==> config.mk <==
export PLATFORM = sky130hd
export DESIGN_NAME = tile_quadrant_rotator_core
export DESIGN_NICKNAME = d
export VERILOG_FILES = /design/src/tqr_pkg.sv /design/src/tqr_front.sv /design/src/tqr_queue.sv /design/src/tqr_back.sv /design/src/tile_quadrant_rotator_core.sv
export SDC_FILE = /design/constraint.sdc
export NUM_CORES = 1
export LEC_CHECK = 0
export BUFFER_PORTS_ARGS = -buffer_cell sky130_fd_sc_hd__buf_2
export CORE_MARGIN = 10
export CORE_UTILIZATION = 50
export DETAILED_ROUTE_END_ITERATION = 6
export PLACE_DENSITY_LB_ADDON = 0.1
export SLEW_MARGIN = 40
export SYNTH_ARGS = -nofsm -noshare
export SYNTH_HDL_FRONTEND = slang
export SYNTH_SLANG_ARGS = --single-unit
==> constraint.sdc <==
create_clock -name clk -period 10.7 [get_ports clk]
set_clock_uncertainty 0.2 [all_clocks]
set_input_delay 0.535 -clock clk [delete_from_list [all_inputs] [get_ports clk]]
set_output_delay 0.535 -clock clk [all_outputs]
set_load 0.01 [all_outputs]
==> src/tqr_pkg.sv <==
`default_nettype none
package tqr_pkg;

	// screen and tile buffer geometry
	localparam int SCREEN_WIDTH  = 480;
	localparam int SCREEN_HEIGHT = 480;
	localparam int TILE_LINES    = 10;
	localparam int BUF_CAP       = SCREEN_WIDTH * TILE_LINES;

	// coordinates are kept to 9 bits on the window outputs
	localparam logic [8:0] SCREEN_W_LAST = 9'((SCREEN_WIDTH - 1) % 512);
	localparam logic [8:0] SCREEN_H_LAST = 9'((SCREEN_HEIGHT - 1) % 512);

	// default depth of the job queue between front and back
	localparam int QUEUE_DEPTH = 4;

	// configuration port
	localparam int CFG_IDX_W  = 1;
	localparam int CFG_DATA_W = 2;
	localparam logic [CFG_IDX_W-1:0] CFG_MOUNT = 1'b0;
	localparam logic [CFG_IDX_W-1:0] CFG_UI    = 1'b1;

	// quarter-turn rotation codes
	localparam logic [1:0] ROT_0   = 2'd0;
	localparam logic [1:0] ROT_90  = 2'd1;
	localparam logic [1:0] ROT_180 = 2'd2;
	localparam logic [1:0] ROT_270 = 2'd3;

	typedef struct packed {
		logic [8:0]  area_left;
		logic [8:0]  area_top;
		logic [8:0]  area_right;
		logic [8:0]  area_bottom;
		logic [15:0] pixel_in;
	} tqr_in_t;

	typedef struct packed {
		logic [12:0] dest_index;
		logic [15:0] pixel_out;
		logic [8:0]  window_left;
		logic [8:0]  window_top;
		logic [8:0]  window_right;
		logic [8:0]  window_bottom;
		logic        tile_last;
		logic        oversize;
	} tqr_out_t;

	// classified pixel: index = mul_a * mul_b + addend
	typedef struct packed {
		logic [1:0]  rot;
		logic [8:0]  mul_a;
		logic [9:0]  mul_b;
		logic [8:0]  addend;
		logic [8:0]  span_w;
		logic [8:0]  span_h;
		logic [8:0]  left;
		logic [8:0]  top;
		logic [8:0]  right;
		logic [8:0]  bottom;
		logic [15:0] pixel;
		logic        last;
	} tqr_job_t;

endpackage
`default_nettype wire

==> src/tqr_front.sv <==
`default_nettype none
module tqr_front (
	input  wire                                 clk,
	input  wire                                 arst_n,
	input  wire                                 in_valid,
	output logic                                in_stall,
	input  wire  tqr_pkg::tqr_in_t              in_data,
	input  wire                                 cfg_we,
	input  wire  [tqr_pkg::CFG_IDX_W-1:0]       cfg_index,
	input  wire  [tqr_pkg::CFG_DATA_W-1:0]      cfg_data,
	input  wire                                 queue_full,
	output logic                                push,
	output tqr_pkg::tqr_job_t                   job
);

	logic [1:0] mount_q, ui_q;
	logic [8:0] col_q, row_q;
	logic [1:0] rot;
	logic [8:0] span_w, span_h;
	logic [9:0] width, height;
	logic [8:0] sx, sy;
	logic       last, wrap;

	// configuration registers
	always_ff @(posedge clk or negedge arst_n) begin
		if (!arst_n) begin
			mount_q <= '0;
			ui_q    <= '0;
		end else if (cfg_we) begin
			case (cfg_index)
				tqr_pkg::CFG_MOUNT: mount_q <= cfg_data[1:0];
				tqr_pkg::CFG_UI:    ui_q    <= cfg_data[1:0];
				default: ;
			endcase
		end
	end

	// mount is applied inverted
	assign rot = ui_q - mount_q;

	// tile size and current position
	assign span_w = in_data.area_right - in_data.area_left;
	assign span_h = in_data.area_bottom - in_data.area_top;
	assign width  = {1'b0, span_w} + 10'd1;
	assign height = {1'b0, span_h} + 10'd1;

	always_comb begin
		if (({1'b0, col_q} < width) && ({1'b0, row_q} < height)) begin
			sx = col_q;
			sy = row_q;
		end else begin
			sx = '0;
			sy = '0;
		end
	end

	assign wrap = (sx == span_w);
	assign last = wrap && (sy == span_h);

	assign push     = in_valid && !queue_full;
	assign in_stall = queue_full;

	// position counters advance per accepted transaction
	always_ff @(posedge clk or negedge arst_n) begin
		if (!arst_n) begin
			col_q <= '0;
			row_q <= '0;
		end else if (push) begin
			if (last) begin
				col_q <= '0;
				row_q <= '0;
			end else if (wrap) begin
				col_q <= '0;
				row_q <= sy + 9'd1;
			end else begin
				col_q <= sx + 9'd1;
				row_q <= sy;
			end
		end
	end

	// pick multiply operands for the rotation
	always_comb begin
		job.rot    = rot;
		job.span_w = span_w;
		job.span_h = span_h;
		job.left   = in_data.area_left;
		job.top    = in_data.area_top;
		job.right  = in_data.area_right;
		job.bottom = in_data.area_bottom;
		job.pixel  = in_data.pixel_in;
		job.last   = last;
		case (rot)
			tqr_pkg::ROT_90: begin
				job.mul_a  = span_w - sx;
				job.mul_b  = height;
				job.addend = sy;
			end
			tqr_pkg::ROT_180: begin
				job.mul_a  = span_h - sy;
				job.mul_b  = width;
				job.addend = span_w - sx;
			end
			tqr_pkg::ROT_270: begin
				job.mul_a  = sx;
				job.mul_b  = height;
				job.addend = span_h - sy;
			end
			default: begin
				job.mul_a  = sy;
				job.mul_b  = width;
				job.addend = sx;
			end
		endcase
	end

endmodule
`default_nettype wire

==> src/tqr_queue.sv <==
`default_nettype none
module tqr_queue #(
	parameter int DEPTH = tqr_pkg::QUEUE_DEPTH
) (
	input  wire                      clk,
	input  wire                      arst_n,
	input  wire                      push,
	input  wire tqr_pkg::tqr_job_t   push_job,
	output logic                     full,
	input  wire                      pop,
	output logic                     head_valid,
	output tqr_pkg::tqr_job_t        head_job
);

	localparam int PW = (DEPTH > 1) ? $clog2(DEPTH) : 1;
	localparam int CW = $clog2(DEPTH + 1);
	localparam logic [PW-1:0] LAST_PTR = PW'(DEPTH - 1);

	tqr_pkg::tqr_job_t entries_q [DEPTH];
	logic [PW-1:0] wr_ptr_q, rd_ptr_q;
	logic [CW-1:0] count_q;

	assign full       = (count_q == CW'(DEPTH));
	assign head_valid = (count_q != '0);
	assign head_job   = entries_q[rd_ptr_q];

	// entry storage
	always_ff @(posedge clk) begin
		if (push) begin
			entries_q[wr_ptr_q] <= push_job;
		end
	end

	// pointers and fill count
	always_ff @(posedge clk or negedge arst_n) begin
		if (!arst_n) begin
			wr_ptr_q <= '0;
			rd_ptr_q <= '0;
			count_q  <= '0;
		end else begin
			if (push) begin
				wr_ptr_q <= (wr_ptr_q == LAST_PTR) ? '0 : wr_ptr_q + PW'(1);
			end
			if (pop) begin
				rd_ptr_q <= (rd_ptr_q == LAST_PTR) ? '0 : rd_ptr_q + PW'(1);
			end
			if (push && !pop) begin
				count_q <= count_q + CW'(1);
			end else if (pop && !push) begin
				count_q <= count_q - CW'(1);
			end
		end
	end

endmodule
`default_nettype wire

==> src/tqr_back.sv <==
`default_nettype none
module tqr_back (
	input  wire                      clk,
	input  wire                      arst_n,
	input  wire                      head_valid,
	input  wire tqr_pkg::tqr_job_t   head_job,
	output logic                     pop,
	output logic                     out_valid,
	input  wire                      out_stall,
	output tqr_pkg::tqr_out_t        out_data
);

	logic              advance;
	logic              valid_s1;
	logic [18:0]       prod_s1;
	logic [8:0]        addend_s1;
	logic [15:0]       pixel_s1;
	logic              last_s1;
	logic [8:0]        wl_s1, wt_s1, wr_s1, wb_s1;
	logic [8:0]        wl, wt, wr, wb;
	logic [18:0]       idx;
	logic              over;
	logic              out_valid_q;
	tqr_pkg::tqr_out_t out_q;

	assign advance   = !out_valid_q || !out_stall;
	assign pop       = advance && head_valid;
	assign out_valid = out_valid_q;
	assign out_data  = out_q;

	// rotated window
	always_comb begin
		case (head_job.rot)
			tqr_pkg::ROT_90: begin
				wl = head_job.top;
				wt = tqr_pkg::SCREEN_W_LAST - head_job.right;
				wr = wl + head_job.span_h;
				wb = wt + head_job.span_w;
			end
			tqr_pkg::ROT_180: begin
				wl = tqr_pkg::SCREEN_W_LAST - head_job.right;
				wt = tqr_pkg::SCREEN_H_LAST - head_job.bottom;
				wr = wl + head_job.span_w;
				wb = wt + head_job.span_h;
			end
			tqr_pkg::ROT_270: begin
				wl = tqr_pkg::SCREEN_H_LAST - head_job.bottom;
				wt = head_job.left;
				wr = wl + head_job.span_h;
				wb = wt + head_job.span_w;
			end
			default: begin
				wl = head_job.left;
				wt = head_job.top;
				wr = head_job.right;
				wb = head_job.bottom;
			end
		endcase
	end

	// stage 1: multiply and window
	always_ff @(posedge clk or negedge arst_n) begin
		if (!arst_n) begin
			valid_s1 <= 1'b0;
		end else if (advance) begin
			valid_s1 <= head_valid;
		end
	end

	always_ff @(posedge clk) begin
		if (pop) begin
			prod_s1   <= {10'd0, head_job.mul_a} * {9'd0, head_job.mul_b};
			addend_s1 <= head_job.addend;
			pixel_s1  <= head_job.pixel;
			last_s1   <= head_job.last;
			wl_s1     <= wl;
			wt_s1     <= wt;
			wr_s1     <= wr;
			wb_s1     <= wb;
		end
	end

	// stage 2: add offset, capacity check
	assign idx  = prod_s1 + {10'd0, addend_s1};
	assign over = ({13'd0, idx} >= 32'(tqr_pkg::BUF_CAP));

	always_ff @(posedge clk or negedge arst_n) begin
		if (!arst_n) begin
			out_valid_q <= 1'b0;
		end else if (advance) begin
			out_valid_q <= valid_s1;
		end
	end

	always_ff @(posedge clk) begin
		if (advance && valid_s1) begin
			out_q.dest_index    <= over ? 13'd0 : idx[12:0];
			out_q.pixel_out     <= pixel_s1;
			out_q.window_left   <= wl_s1;
			out_q.window_top    <= wt_s1;
			out_q.window_right  <= wr_s1;
			out_q.window_bottom <= wb_s1;
			out_q.tile_last     <= last_s1;
			out_q.oversize      <= over;
		end
	end

endmodule
`default_nettype wire

==> src/tile_quadrant_rotator_core.sv <==
// path: a pixel passes through the job queue, the multiply registers and the output register
// throughput: one pixel per cycle while the output is not stalled, set by the single registered multiplier stage
// a queue of QUEUE_DEPTH entries lets the input keep accepting while output stalls, until the queue is full
// reset: asynchronous, active low; rotation registers, tile position and queue
// are cleared, no output is valid until new pixels arrive
`default_nettype none
module tile_quadrant_rotator_core #(
	parameter int QUEUE_DEPTH = tqr_pkg::QUEUE_DEPTH
) (
	input  wire                             clk,
	input  wire                             arst_n,
	input  wire                             in_valid,
	output logic                            in_stall,
	input  wire  tqr_pkg::tqr_in_t          in_data,
	output logic                            out_valid,
	input  wire                             out_stall,
	output tqr_pkg::tqr_out_t               out_data,
	input  wire                             cfg_we,
	input  wire  [tqr_pkg::CFG_IDX_W-1:0]   cfg_index,
	input  wire  [tqr_pkg::CFG_DATA_W-1:0]  cfg_data
);

	logic              push, full, pop, head_valid;
	tqr_pkg::tqr_job_t push_job, head_job;

	// position tracking and classification
	tqr_front u_front (
		.clk        (clk),
		.arst_n     (arst_n),
		.in_valid   (in_valid),
		.in_stall   (in_stall),
		.in_data    (in_data),
		.cfg_we     (cfg_we),
		.cfg_index  (cfg_index),
		.cfg_data   (cfg_data),
		.queue_full (full),
		.push       (push),
		.job        (push_job)
	);

	// decoupling queue
	tqr_queue #(
		.DEPTH (QUEUE_DEPTH)
	) u_queue (
		.clk        (clk),
		.arst_n     (arst_n),
		.push       (push),
		.push_job   (push_job),
		.full       (full),
		.pop        (pop),
		.head_valid (head_valid),
		.head_job   (head_job)
	);

	// index and window computation
	tqr_back u_back (
		.clk        (clk),
		.arst_n     (arst_n),
		.head_valid (head_valid),
		.head_job   (head_job),
		.pop        (pop),
		.out_valid  (out_valid),
		.out_stall  (out_stall),
		.out_data   (out_data)
	);

endmodule
`default_nettype wire

## Yosys cells after proc, flatten, opt, wreduce, memory -nomap -nowiden

Memories as Yosys holds them, arrays and structs flattened.
Cells that the tools add are included.
Widths: inputs -> output; s select.

| storage, ports and cells | value |
|---|---|
| output and inout bits | 69 |
| memories kept | 1 |
| word-level logic and storage cells | 96 |
| bits in writable memories | 404 |
| register bits | 179 |
| input port bits | 60 |

Memory list:

| name | depth | width | read ports | clocked after memory_dff | wr ports | line | source |
|---|---|---|---|---|---|---|---|
| u_queue.entries_q | 4 | 101 | 1 | 0 | 1 | tqr_queue.sv:19 | `tqr_pkg::tqr_job_t entries_q [DEPTH];` |

| cells by class | value |
|---|---|
| eq/ne operators | 11 |
| add/subtract/negate cells | 20 |
| reductions and logical operators | 17 |
| bitwise operators | 1 |
| $lt $le $gt $ge | 3 |
| multiplexer cells | 17 |
| multiply operators | 1 |

Operator list:

| cell | number |
|---|---|
| $pmux 9 s3 | 4 |
| $pmux 28 s3 | 1 |
| $mux 9 | 6 |
| $add 9x9->9 | 4 |
| $sub 9x9->9 | 4 |
| $add 9x1->10 const B | 2 |
| $lt 9x10->1 | 2 |
| $add 19x9->19 | 1 |
| $ge 19x13->1 const B | 1 |
| $mul 9x10->19 | 1 |
| $add 9x1->9 const B | 2 |
| $eq 9x9->1 | 2 |
| $sub 9x9->9 const A | 2 |
| $eq 2x2->1 const B | 6 |
| $logic_and 1x1->1 | 7 |
| $mux 3 | 2 |
| $logic_not 1->1 | 5 |
| $add 2x1->2 const B | 2 |
| $eq 2x1->1 const B | 2 |
| $mux 2 | 2 |
| $reduce_and 2->1 | 2 |
| $add 3x1->3 const B | 1 |
| $eq 3x3->1 const B | 1 |
| $reduce_bool 3->1 | 1 |
| 6 further kinds | 7 |

## Longest topological paths before layout

| depth | value |
|---|---|
| depth after elaboration | 8 |
| depth in mapped cells | 31 |
| gate-level depth less buffers | 30 |

## Cells and area by module

A second synthesis with hierarchy kept.

| unflattened totals | value |
|---|---|
| cell total of the unflattened synthesis | 2,030 |
| area total of the unflattened synthesis | 30,116.4 µm² |

By module, submodules not included:

| module | times used | area an instance (µm²) | cells each | sequential area each (µm²) |
|---|---|---|---|---|
| tqr_queue | 1 | 15,060.7 | 565 | 12,306.8 |
| tqr_back | 1 | 10,431.3 | 848 | 4,494.3 |
| tqr_front | 1 | 4,624.4 | 617 | 550.5 |

## Worst setup path after synthesis

No wires, ideal clock.

| path | value |
|---|---|
| path kind | flip-flop to flip-flop |
| start point | reg u_queue.rd_ptr_q[0] |
| end point | reg u_back.prod_s1[17] (data pin) |
| path slack | 4,262 ps |
| arrival | 5,981 ps |
| library setup time | 258 ps |
| clock period less this slack | 6,438 ps |
| path buffers | 4 |
| cell stages (with the launch flop) | 25 |
| cells stage by stage | dfrtp_1 buf_2 buf_2 buf_1 mux4_2 clkbuf_1 nand2_1 fa_1 fa_1 inv_1 ha_1 inv_1 fa_1 inv_1 ha_1 a21o_1 a21oi_1 o21ai_0 a21oi_1 o21ai_0 a211oi_1 o21ai_0 a31o_2 a21oi_1 xnor2_1 |

| between the ends | value |
|---|---|
| cells in the longest elaborated chain, start to end | 2 |

RTL lines:

| what | line | source |
|---|---|---|
| from (decl) | tqr_queue.sv:20 | `logic [PW-1:0] wr_ptr_q, rd_ptr_q;` |
| from (signal assigned) | tqr_queue.sv:45 | `rd_ptr_q <= (rd_ptr_q == LAST_PTR) ? '0 : rd_ptr_q + PW'(1);` |
| $mem_v2 4x101 | - |  |
| $mul 9x10->19 | tqr_back.sv:72 | `prod_s1 <= {10'd0, head_job.mul_a} * {9'd0, head_job.mul_b};` |
| to (signal assigned) | tqr_back.sv:72 |  |
| to (decl) | tqr_back.sv:15 | `logic [18:0] prod_s1;` |

Every way passes these cells.
A chain may end at the register's enable or synchronous reset.

==> summary.txt <==
Outcome
  • Status: completed

Yosys
  • Synth Warn #: 0
  • Adder-cell share of the synthesized area: 10.6%
  • Number of flops mapped to enable cells by yosys: 552
  • FF+latch count, synth: 583
  • Mapped Cells: 1992
  • Primary FF master, synth: edfxtp_1
  • Synth cell types: 79
  • Largest family of logic cells by synthesized area: adder cells
  • Synth Area in Compound Gates: 7.45%
  • Syn_area_per_cell: 14.7 sq um
  • Synth Area in Simple Gates: 6.91%
  • Syn nets: 2260
  • Synth Cell Area: 29200 sq um
  • Multiplexer share of the synthesized area: 9.49%
  • Fraction of registers with async set/reset: 5.32%
  • Synth Area in XOR/XNOR: 3.17%
  • Part of the Yosys area used for sequential elements: 59.4%

Timing
  • Peak Freq: 135 MHz
  • Setup_tns: 0 ns
  • Fin crit share: 69.4%
  • Final Hold Viols: 0
  • Actual slew at the worst max-slew pin: 0.818 ns
  • Fin. max-slew vios: 0
  • RSZ-0062 raised after global routing: no
  • Rel. slew slack: 45.0%
  • # setup viols final: 0
  • Final min period: 7.42 ns

Global route
  • Largest net degree at the start of global routing: 68
  • GRT overflow: 0
  • Initial antenna violation count: 3
  • First-pass GRT wire length: 103000 microns
  • All-Layer GR Usage: 19.4%
  • Vias in the first global route: 17400

Worst setup path
  • Slowest cell on crit path: dlygate4sd3_1
  • Startpoint Class: input port
  • Critical path buffers and inverters: 6
  • Reg-to-reg startpoint: u_queue.rd_ptr_q[0]
  • WP data arrival: 7.51 ns
  • Slowest stage delay, CP: 0.56 ns
  • Worst Setup SP: in_data[25]
  • CP top delay family: compound AO/OA/AOI/OAI gates
  • Critical path capture point type: flip-flop
  • CP max FO: 27
  • Setup CP Type: input port to flip-flop
  • CP required: 10.79 ns

Worst hold path
  • Hold WC Path Type: input port to flip-flop
  • HP Start: out_stall

CTS
  • Clock root buffer: clkbuf_16
  • Worst-path clk slew: 0.06 ns
  • CTS max path bufs: 3
  • H-tree lvl count: 2
  • CTS sink cnt: 583
  • CTS resizes: 0
  • CTS tree: built
  • Clk_lat worst skew: 0.63 ns
  • Inserted Clock Buffers: 60

Drt
  • Routed WL per cell: 21.5 microns
  • Vias per inst: 5.61
  • First-pass iteration count of the detailed router: 5
  • Remaining DRCs: 0
  • Via Count: 16900
  • Post-Route WL: 64700 microns
  • DRT iter0 DRCs: 1187
  • Final antenna-violating net count: 0

Run
  • Max_cap viols: 0

Die
  • Die width: 262 microns
  • Initial cell density of the core: 50.6%
  • Die ar.: 68400 sq um
  • Io pins: 129
  • # rows: 88
  • Core area: 57700 sq um
  • Die extent in y: 262 microns

Cells and area
  • Register Area: 17400 sq um
  • Fill count: 4558
  • Area Growth Syn to Fin: 14.3%
  • Area taken by multi-input logic gates: 11100 sq um
  • Nets@finish: 2463
  • Layout cells sized above 1: 17.6%

Placed design
  • Port Buffers: 128
  • Placer congestion estimate: 0.906
  • DP HPWL: 45400 microns
[layout make-up]
class / instances / share of cell area (%)
well taps: 765 / 2.87
multi-input cells: 1188 / 33.1
diodes: 1 / 0.00750
clock inverters: 41 / 1.40
flip-flops and latches: 583 / 52.0
inverters: 161 / 1.81
clock buffers: 70 / 4.61
repair buffers: 201 / 4.11
[flip-flops by register name, indices dropped and copies added (netlist names)]
signal             cells
u_back.wr_s1           9
u_front.col_q          9
u_back.valid_s1        1
u_queue.count_q        3
u_back.out_valid       1
u_queue.rd_ptr_q       2
u_queue.entries_q    404
u_back.pixel_s1       16
u_front.ui_q           2
u_front.row_q          9
u_back.out_data       67
u_back.addend_s1       9
u_back.prod_s1        19
u_back.wt_s1           9
u_back.wb_s1           9
u_back.wl_s1           9
u_queue.wr_ptr_q       2
u_front.mount_q        2
u_back.last_s1         1
[Yosys cell counts, types with 4 or more instances]
cell      instances  area share [%]
a211oi_1         19            0.49
a21boi_0          7            0.18
a21o_1           28            0.72
a21oi_1          79             1.4
a221oi_1          5            0.15
a22o_1            4            0.12
a31oi_1          16            0.34
and2_1           43            0.92
and3_1           14            0.30
buf_1            12            0.15
buf_2             9            0.15
clkbuf_1         38            0.49
dfrtp_1          31             2.7
edfxtp_1        552              57
fa_1             67             4.6
ha_1            141             6.0
inv_1           160             2.1
mux2_2           10            0.39
mux2i_1          18            0.62
mux4_2          110             8.5
nand2_1         159             2.0
nand2b_1         16            0.34
nand3_1          23            0.39
nand4_1           8            0.17
nor2_1           81             1.0
nor2b_1          18            0.39
nor3_1           20            0.34
nor3b_1           7            0.18
o211ai_1         13            0.33
o21a_1           15            0.39
o21ai_0          76             1.3
o21bai_1         13            0.33
o31ai_1           5            0.13
or3_1             4           0.086
xnor2_1          65             2.0
xor2_1           35             1.1
[worst reg2reg max path, delay by kind of cell, from the launching register on]
kind,cells,cell delay (ns)
adders and majority gates,5,2.29
AOI/OAI and AO/OA,6,1.18
muxes,1,0.74
DFF,1,0.66
buffers and inverters,2,0.57
and+or+nand+nor,3,0.43
[what timing repair did]
| item | 4_1_cts | 5_1_grt |
|---|---|---|
| buffers inserted | 0 | 0 |
| hold buffers | 55 | 0 |
| hold endpoints to repair | 243 | 0 |
[layout by cell type (no fill, tap or decap), types with 13 or more instances in the layout]
master | Yosys | routed
a211oi_1 | 19 | 19
a21o_1 | 28 | 28
a21oi_1 | 79 | 78
a31oi_1 | 16 | 16
and2_1 | 43 | 39
and3_1 | 14 | 14
buf_2 | 9 | 127
clkbuf_16 | 0 | 60
clkinv_1 | 1 | 13
dfrtp_1 | 31 | 29
dlygate4sd3_1 | 0 | 55
edfxtp_1 | 552 | 552
fa_1 | 67 | 67
ha_1 | 141 | 141
inv_1 | 160 | 160
mux2i_1 | 18 | 18
mux4_2 | 110 | 110
nand2_1 | 159 | 159
nand2b_1 | 16 | 15
nand3_1 | 23 | 23
nor2_1 | 81 | 81
nor2b_1 | 18 | 18
nor3_1 | 20 | 20
o211ai_1 | 13 | 13
o21a_1 | 15 | 15
o21ai_0 | 76 | 76
o21bai_1 | 13 | 13
xnor2_1 | 65 | 64
xor2_1 | 35 | 34
[final timing paths]
kind                                            endpoint  slack [ns]  depth (start not counted)
max in group asynchronous            u_queue.rd_ptr_q[0]        9.73                          2
worst max-delay path            u_queue.entries_q[3][77]        3.28                         29
worst max register to register        u_back.prod_s1[18]        4.39                         17
worst min-delay path                     u_back.valid_s1        0.05                          3
worst min register to register       u_back.out_data[13]        0.21                          0
min in group asynchronous             u_queue.count_q[0]        0.23                          2
[logic make-up after synthesis]
group           Yosys count
mux                     138
flops                   583
xor+xnor                103
fa+ha+maj               208
simple gates            415
compound gates          324
buf+inv                 221
[per-layer routing]
| layer | vias up | GRT usage, % | wire length (microns) |
|---|---|---|---|
| li1 | 7899 | - | - |
| met1 | 8495 | 27.5 | 29800 |
| met2 | 403 | 31.3 | 30500 |
| met3 | 78 | 3.09 | 3400 |
| met4 | 4 | 4.11 | 1040 |
| met5 | - | 0 | 21 |
[through the flow]
stage	cell area (sq um)	utilization, %	worst slack, ns	hold WS [ns]	std cells
5_1_grt	33400	57.8	3.00	0.0433	3010
6_report	33400	57.8	3.28	0.0526	3010
3_3_place_gp	30700	53.3	3.47	0.200	2842
2_1_floorplan	29200	-	4.26	0.0394	1992
4_1_cts	33300	57.8	3.45	0.0151	3009
3_5_place_dp	30800	53.3	3.41	0.205	2843
Power is left out: the tool's default activity adds up to more than one toggle a clock period on the data nets, which glitch-free logic cannot reach.
